<file path="src/rtl/frwt_pkg.sv">
`timescale 1ns / 1ps
// ---------------------------------------------------------------------------
// frwt_pkg
// Shared constants and the per-beat control struct of the fractional rank
// block.
// ---------------------------------------------------------------------------
package frwt_pkg;

	localparam int DEPTH_DEF = 64;
	localparam int SAMPLE_W  = 32;

	localparam logic [1:0] MODE_CLEAR  = 2'd0;
	localparam logic [1:0] MODE_INSERT = 2'd1;
	localparam logic [1:0] MODE_QUERY  = 2'd2;

	localparam logic [1:0] ST_OK     = 2'd0;
	localparam logic [1:0] ST_FULL   = 2'd1;
	localparam logic [1:0] ST_ABSENT = 2'd2;

	typedef struct packed {
		logic                vld;
		logic [1:0]          mode;
		logic                full;
		logic [SAMPLE_W-1:0] sample;
	} ctl_t;

endpackage

</file>
<file path="src/rtl/frwt_cell.sv">
`timescale 1ns / 1ps
// ---------------------------------------------------------------------------
// frwt_cell
// One sample slot of the chain: stores the insert aimed at its slot and adds
// its below/equal vote to a passing query, then hands the beat on.
// ---------------------------------------------------------------------------
module frwt_cell #(
	parameter int CW  = $clog2(frwt_pkg::DEPTH_DEF + 1),
	parameter int IDX = 0
) (
	input  logic                 clk,
	input  logic                 arst_n,
	input  logic                 en,
	input  frwt_pkg::ctl_t       prv_ctl,
	input  logic [CW-1:0]        prv_cnt,
	input  logic [CW-1:0]        prv_total,
	input  logic [CW-1:0]        prv_below,
	input  logic [CW-1:0]        prv_equal,
	output frwt_pkg::ctl_t       ctl_q,
	output logic [CW-1:0]        cnt_q,
	output logic [CW-1:0]        total_q,
	output logic [CW-1:0]        below_q,
	output logic [CW-1:0]        equal_q
);

	logic [frwt_pkg::SAMPLE_W-1:0] sample_q;
	logic                          wr;
	logic                          qry;
	logic                          lt;
	logic                          eq;

	always_comb begin
		wr  = prv_ctl.vld && (prv_ctl.mode == frwt_pkg::MODE_INSERT) && !prv_ctl.full
			&& (prv_cnt == CW'(IDX));
		qry = prv_ctl.vld && (prv_ctl.mode == frwt_pkg::MODE_QUERY) && (prv_cnt > CW'(IDX));
		lt  = $signed(sample_q) < $signed(prv_ctl.sample);
		eq  = sample_q == prv_ctl.sample;
	end

	always_ff @(posedge clk or negedge arst_n) begin
		if (!arst_n) begin
			ctl_q    <= '0;
			cnt_q    <= '0;
			total_q  <= '0;
			below_q  <= '0;
			equal_q  <= '0;
			sample_q <= '0;
		end else if (en) begin
			ctl_q   <= prv_ctl;
			cnt_q   <= prv_cnt;
			total_q <= prv_total;
			below_q <= prv_below + CW'(qry && lt);
			equal_q <= prv_equal + CW'(qry && eq);
			if (wr) begin
				sample_q <= prv_ctl.sample;
			end
		end
	end

endmodule

</file>
<file path="config.mk">
export PLATFORM = sky130hd
export DESIGN_NAME = frwt_cell
export DESIGN_NICKNAME = d
export VERILOG_FILES = /design/src/rtl/frwt_pkg.sv /design/src/rtl/frwt_cell.sv
export SDC_FILE = /design/constraint.sdc
export NUM_CORES = 1
export LEC_CHECK = 0
export BUFFER_PORTS_ARGS = -buffer_cell sky130_fd_sc_hd__buf_2
export CAP_MARGIN = 10
export CORE_MARGIN = 4
export CORE_UTILIZATION = 40
export DETAILED_ROUTE_END_ITERATION = 16
export MAX_ROUTING_LAYER = met4
export PLACE_DENSITY_LB_ADDON = 0.05
export RECOVER_POWER = 50
export SETUP_SLACK_MARGIN = 0.2
export SLEW_MARGIN = 20
export SYNTH_ARGS = -nofsm -noshare
export SYNTH_HDL_FRONTEND = slang
export SYNTH_SLANG_ARGS = --single-unit
</file>
<file path="constraint.sdc">
create_clock -name clk -period 3.5 [get_ports clk]
set_input_delay 0.35 -clock clk [delete_from_list [all_inputs] [get_ports clk]]
set_output_delay 0.35 -clock clk [all_outputs]
set_load 0.01 [all_outputs]
</file>
-- Word level (Yosys, flattened, before mapping)
Index checks and enable logic that the tools add are counted.
- register bits after elaboration: 96
- bits of input ports: 67
- output and inout port bits: 64
- word-level logic and storage cells: 26
- $add $sub $neg: 2
- $lt $le $gt $ge: 2
- equality and inequality tests: 3
- reductions and logical operators: 10
- operator list (cell ; number):
    $eq 32x32->1 ; 1
    $lt 32x32->1 ; 1
    $add 7x1->7 ; 2
    $gt 7x1->1 const B ; 1
    $logic_and 1x1->1 ; 7
    $logic_not 7->1 ; 1
    $eq 2x1->1 const B ; 1
    $eq 2x2->1 const B ; 1
    $reduce_and 2->1 ; 1
    $logic_not 1->1 ; 1

-- Depth between registers and ports, before layout
- depth after elaboration: 5
- mapped depth: 12
- depth with buffers taken out: 12

-- Worst setup path after synthesis
OpenSTA, ideal clock, no wires.
- path type: input to register
- from: input prv_ctl[15] (netlist name)
- to: register below_q[4]
- setup time: 0.137 ns
- arrival: 2.439 ns
- data required time: 3.363 ns
- setup slack: 0.924 ns
- stages: 12
- path buffers: 0
- path through: inv_1 ha_1 nand4_1 nor4_1 o21ai_0 a31oi_1 mux2_2 ha_1 ha_1 nand3_1 xor2_1 a21oi_1
- word-level cells in the longest chain between the ends: 3
- RTL lines (element ; line ; text):
    start, declared ; frwt_cell.sv:14 ; input frwt_pkg::ctl_t prv_ctl,
    $lt 32x32->1 ; frwt_cell.sv:36 ; lt = $signed(sample_q) < $signed(prv_ctl.sample);
    $logic_and 1x1->1 ; frwt_cell.sv:52 ; below_q <= prv_below + CW'(qry && lt);
    $add 7x1->7 ; frwt_cell.sv:52 ;
    end signal, assigned ; frwt_cell.sv:52 ;
    end, declared ; frwt_cell.sv:22 ; output logic [CW-1:0] below_q,
Every way passes these cells.
A chain may end at the register's enable or synchronous reset.

-- Worst setup path after layout
- from: register sample_q[23] (netlist name)
- to: register below_q[4]
- word-level cells in the longest chain between the ends: 3
- RTL lines (element ; line ; text):
    start, declared ; frwt_cell.sv:26 ; logic [frwt_pkg::SAMPLE_W-1:0] sample_q;
    start signal, assigned ; frwt_cell.sv:55 ; sample_q <= prv_ctl.sample;
    $lt 32x32->1 ; frwt_cell.sv:36 ;
    $logic_and 1x1->1 ; frwt_cell.sv:52 ;
    $add 7x1->7 ; frwt_cell.sv:52 ;
Every way passes these cells.

==> results.toml <==
[cts]
clock_sinks = 96
cts.clk_slew.worst_paths_ps = 60
cts_made_buffers = 9
cts_setup_buffers = 0
cts_tree = "yes"
cts_buffer_depth = 2
insertion_delay_ps = 330
clockRootBuffer = "clkbuf_16"
htreeDepth = 3

[pwr]
comb_power_share_pct = 12.9
p_int_uw = 1930
vdd_drop_max_mv = 0.239
p_sw_uw = 594
power_frac_clock_pct = 38.6
powerDensity_mw_per_mm2 = 446
leakage_uw = 0.00282
sequentialPowerShare_pct = 48.5
swShare_pct = 23.6

[worst_setup_path]
critPathKind = "reg2reg"
cpMostUsedCell = "ha_1"
required_ps = 3680
end_kind = "register"
crit_arrival_ps = 3260
cp-start-kind = "register"
max_stage_delay_ps = 590
crit_fanout = 3
crit_chain = "ha_1 -> and4_1 -> nor4bb_1 -> nor2_1 -> a31oi_1 -> mux2_2 -> ha_1 -> ha_1 -> nand3_1 -> xor2_1 -> a21oi_1"
cp_slowest_cell = "nor4bb_1"

[global_routing]
grt_start_max_net_pins = 75
grt_first_pass_wirelength_um = 15500
grtUsageTotal_pct = 15.5
grt.overflow.total = 0
antenna_found_initial = 0
grt_pass1_vias = 3184

[logic_synthesis]
synth-edff-count = 0
synthArstFlopShare_pct = 100
synth_area_mm2 = 0.00460
synthDistinctLibCells = 33
synth.avg_cell_area_um2 = 12.6
synth_cells = 365
synth-seq-cells = 96
yosysTopAreaCellShare_pct = 52.2
seq_area_frac_synth_pct = 52.2
synth_ff_type = "dfrtp_1"
ys_warn_count = 0
syn-num-nets = 468
synthTopCellsByArea = "dfrtp_1 52%, mux2_2 21%, ha_1 9.8%"
yosysTopAreaCell = "dfrtp_1"

[layout]
num-fill-cells = 1037
regArea_mm2 = 0.00240
syn_to_final_growth_pct = 22.9
multiInputGateArea_mm2 = 0.00201
layout.nets = 602
drive_gt1_share_pct = 40.5

[placement]
port_buffers = 130
place.gp.congestion = 0.751
dpl.hpwl_um = 7060

[routing]
wl_um = 9440
vias = 3140
wire_per_inst_um = 14.6
antenna_left = 0
via_per_inst = 4.87
drt_pre_antenna_iters = 4
drc = 0
drt-initial-drc-count = 83

[die]
ios = 131
die_area_mm2 = 0.0133
core_area_mm2 = 0.0110
row_count = 38
die_y_um = 115
start_util_pct = 41.7
die_w_um = 115

[sta]
rsz0062_at_grt = "false"
fin_tns_setup_ps = 0
max_slew_margin_pct = -93.7
min_period_over_period_pct = 88.2
hold_violations = 0
skew_ps = 5.80
setup_violations = 0
holdWs_ps = 246
min_period_ps = 3090
maxSlewViolCount = 55
worst_pin_slew_ps = 2910
max_clock_freq_mhz = 324

[status]
status = "finished with violations"
failed_checks = "max-capacitance violations, max-slew violations"

[run]
drv_cap = 1

[hold_path]
hold_path_class = "in2reg"
## state kept, by name (all words and copies together) (netlist names)
signal and flops:
cnt_q 7, sample_q 32, total_q 7, below_q 7, ctl_q 36, equal_q 7
## final timing paths
path                         startpoint      endpoint  slack [ps]  depth (start not counted)
max                        sample_q[23]    below_q[4]         410                         11
min reg2reg                   ctl_q[30]     ctl_q[30]         500                          1
max in group asynchronous        arst_n  sample_q[22]         900                          1
min                        prv_total[0]    total_q[0]         250                          2
max reg2reg                sample_q[23]    below_q[4]         410                         11
min in group asynchronous        arst_n     ctl_q[10]         950                          1
## per-layer routing
metal	vias to the layer above	global-route usage, %	wire length, µm	share of wire, %
met5	-	-	0	0
met4	0	6.34	160	1.7
met3	10	2.89	495	5.2
met2	64	24.5	4630	49
met1	1515	19.6	4160	44
li1	1551	-	-	-
## metrics by stage
| stage | cell area (µm²) | instances | setup slack [ps] | util [%] | power [µW] |
|---|---|---|---|---|---|
| floorplan | 4600 | 365 | 924 | - | 1410 |
| global placement | 5390 | 628 | 369 | 48.8 | 1580 |
| detailed placement | 5390 | 628 | 356 | 48.8 | 1590 |
| CTS | 5690 | 644 | 468 | 51.6 | 2590 |
| global route | 5650 | 644 | 203 | 51.2 | 2670 |
| finish | 5650 | 645 | 415 | 51.2 | 2520 |
## layout by cell type, fill, tap and decap left out
master	instances
buf_2	97
dfrtp_1	96
mux2_2	85
ha_1	36
clkbuf_1	35
inv_1	33
a21oi_1	23
nand2_1	15
nor2_1	15
o21ai_0	9
clkbuf_16	9
nand3_1	5
xnor2_1	5
nand4_1	4
xor2_1	4
buf_4	4
and4_1	2
a211oi_1	2
nor2b_1	2
nor4_2	2
nand2b_1	2
a31oi_1	2
clkinv_2	2
clkbuf_8	2
diode_2	1
nor3_1	1
a211o_2	1
nor4b_1	1
o31a_1	1
a21o_1	1
nor4bb_1	1
nor4_1	1
nand4b_1	1
nor3_4	1
mux2_1	1
and3_1	1
or3_1	1
bufinv_16	1
## cell usage after synthesis (2+ instances only)
cell / instances
nor2b_1: 2
a31oi_1: 2
nor2_1: 15
buf_6: 3
inv_1: 33
a21oi_1: 23
xor2_1: 4
nand2_1: 15
clkbuf_1: 4
and4_1: 2
nor4_1: 2
xnor2_1: 5
nand2b_1: 2
a211oi_1: 2
dfrtp_1: 96
ha_1: 36
nand4_1: 4
buf_2: 4
mux2_2: 85
o21ai_0: 9
nand3_1: 5
## logic make-up (layout without fill, tap and decap cells)
kind of cell | count (synthesis) | count (layout) | synth area share (%)
xor+xnor | 9 | 9 | 1.71
buf+inv | 44 | 183 | 4.19
other cells | 0 | 1 | 0
simple gates | 55 | 55 | 6.34
mux | 86 | 86 | 21.1
fa+ha+maj | 36 | 36 | 9.80
compound gates | 39 | 39 | 4.65
flops | 96 | 96 | 52.2
## critical path, delay by kind of cell (launching register included)
kind	cells	cell delay [ps]
simple gates	4	970
compound gates	2	320
fa+ha+maj	3	730
flops	1	380
xor+xnor	1	150
mux	1	390
## power by group through the flow
| stage | logic (µW) | registers (µW) | clock network [µW] |
|---|---|---|---|
| 6_report | 325 | 1220 | 974 |
| 5_1_grt | 367 | 1230 | 1070 |
| 4_1_cts | 346 | 1220 | 1030 |
| 3_5_place_dp | 344 | 1240 | 0 |
| 3_3_place_gp | 340 | 1240 | 0 |
| 2_1_floorplan | 126 | 1280 | 0 |
## area by class of cell
| class | instances | share of cell area (%) |
|---|---|---|
| sequential | 96 | 42.5 |
| multi-input combinational | 225 | 35.5 |
| timing repair buffer | 134 | 11.3 |
| clock buffer | 13 | 4.60 |
| tap | 140 | 3.10 |
| inverter | 33 | 2.19 |
| clock inverter | 3 | 0.708 |
| antenna | 1 | 0.0443 |
## repair_timing
action | in CTS | in global routing
resized for setup | 0 | 1
endpoints found under the setup margin | 0 | 1
hold buffers | 0 | 0
Power figures use the tool's default switching activity.
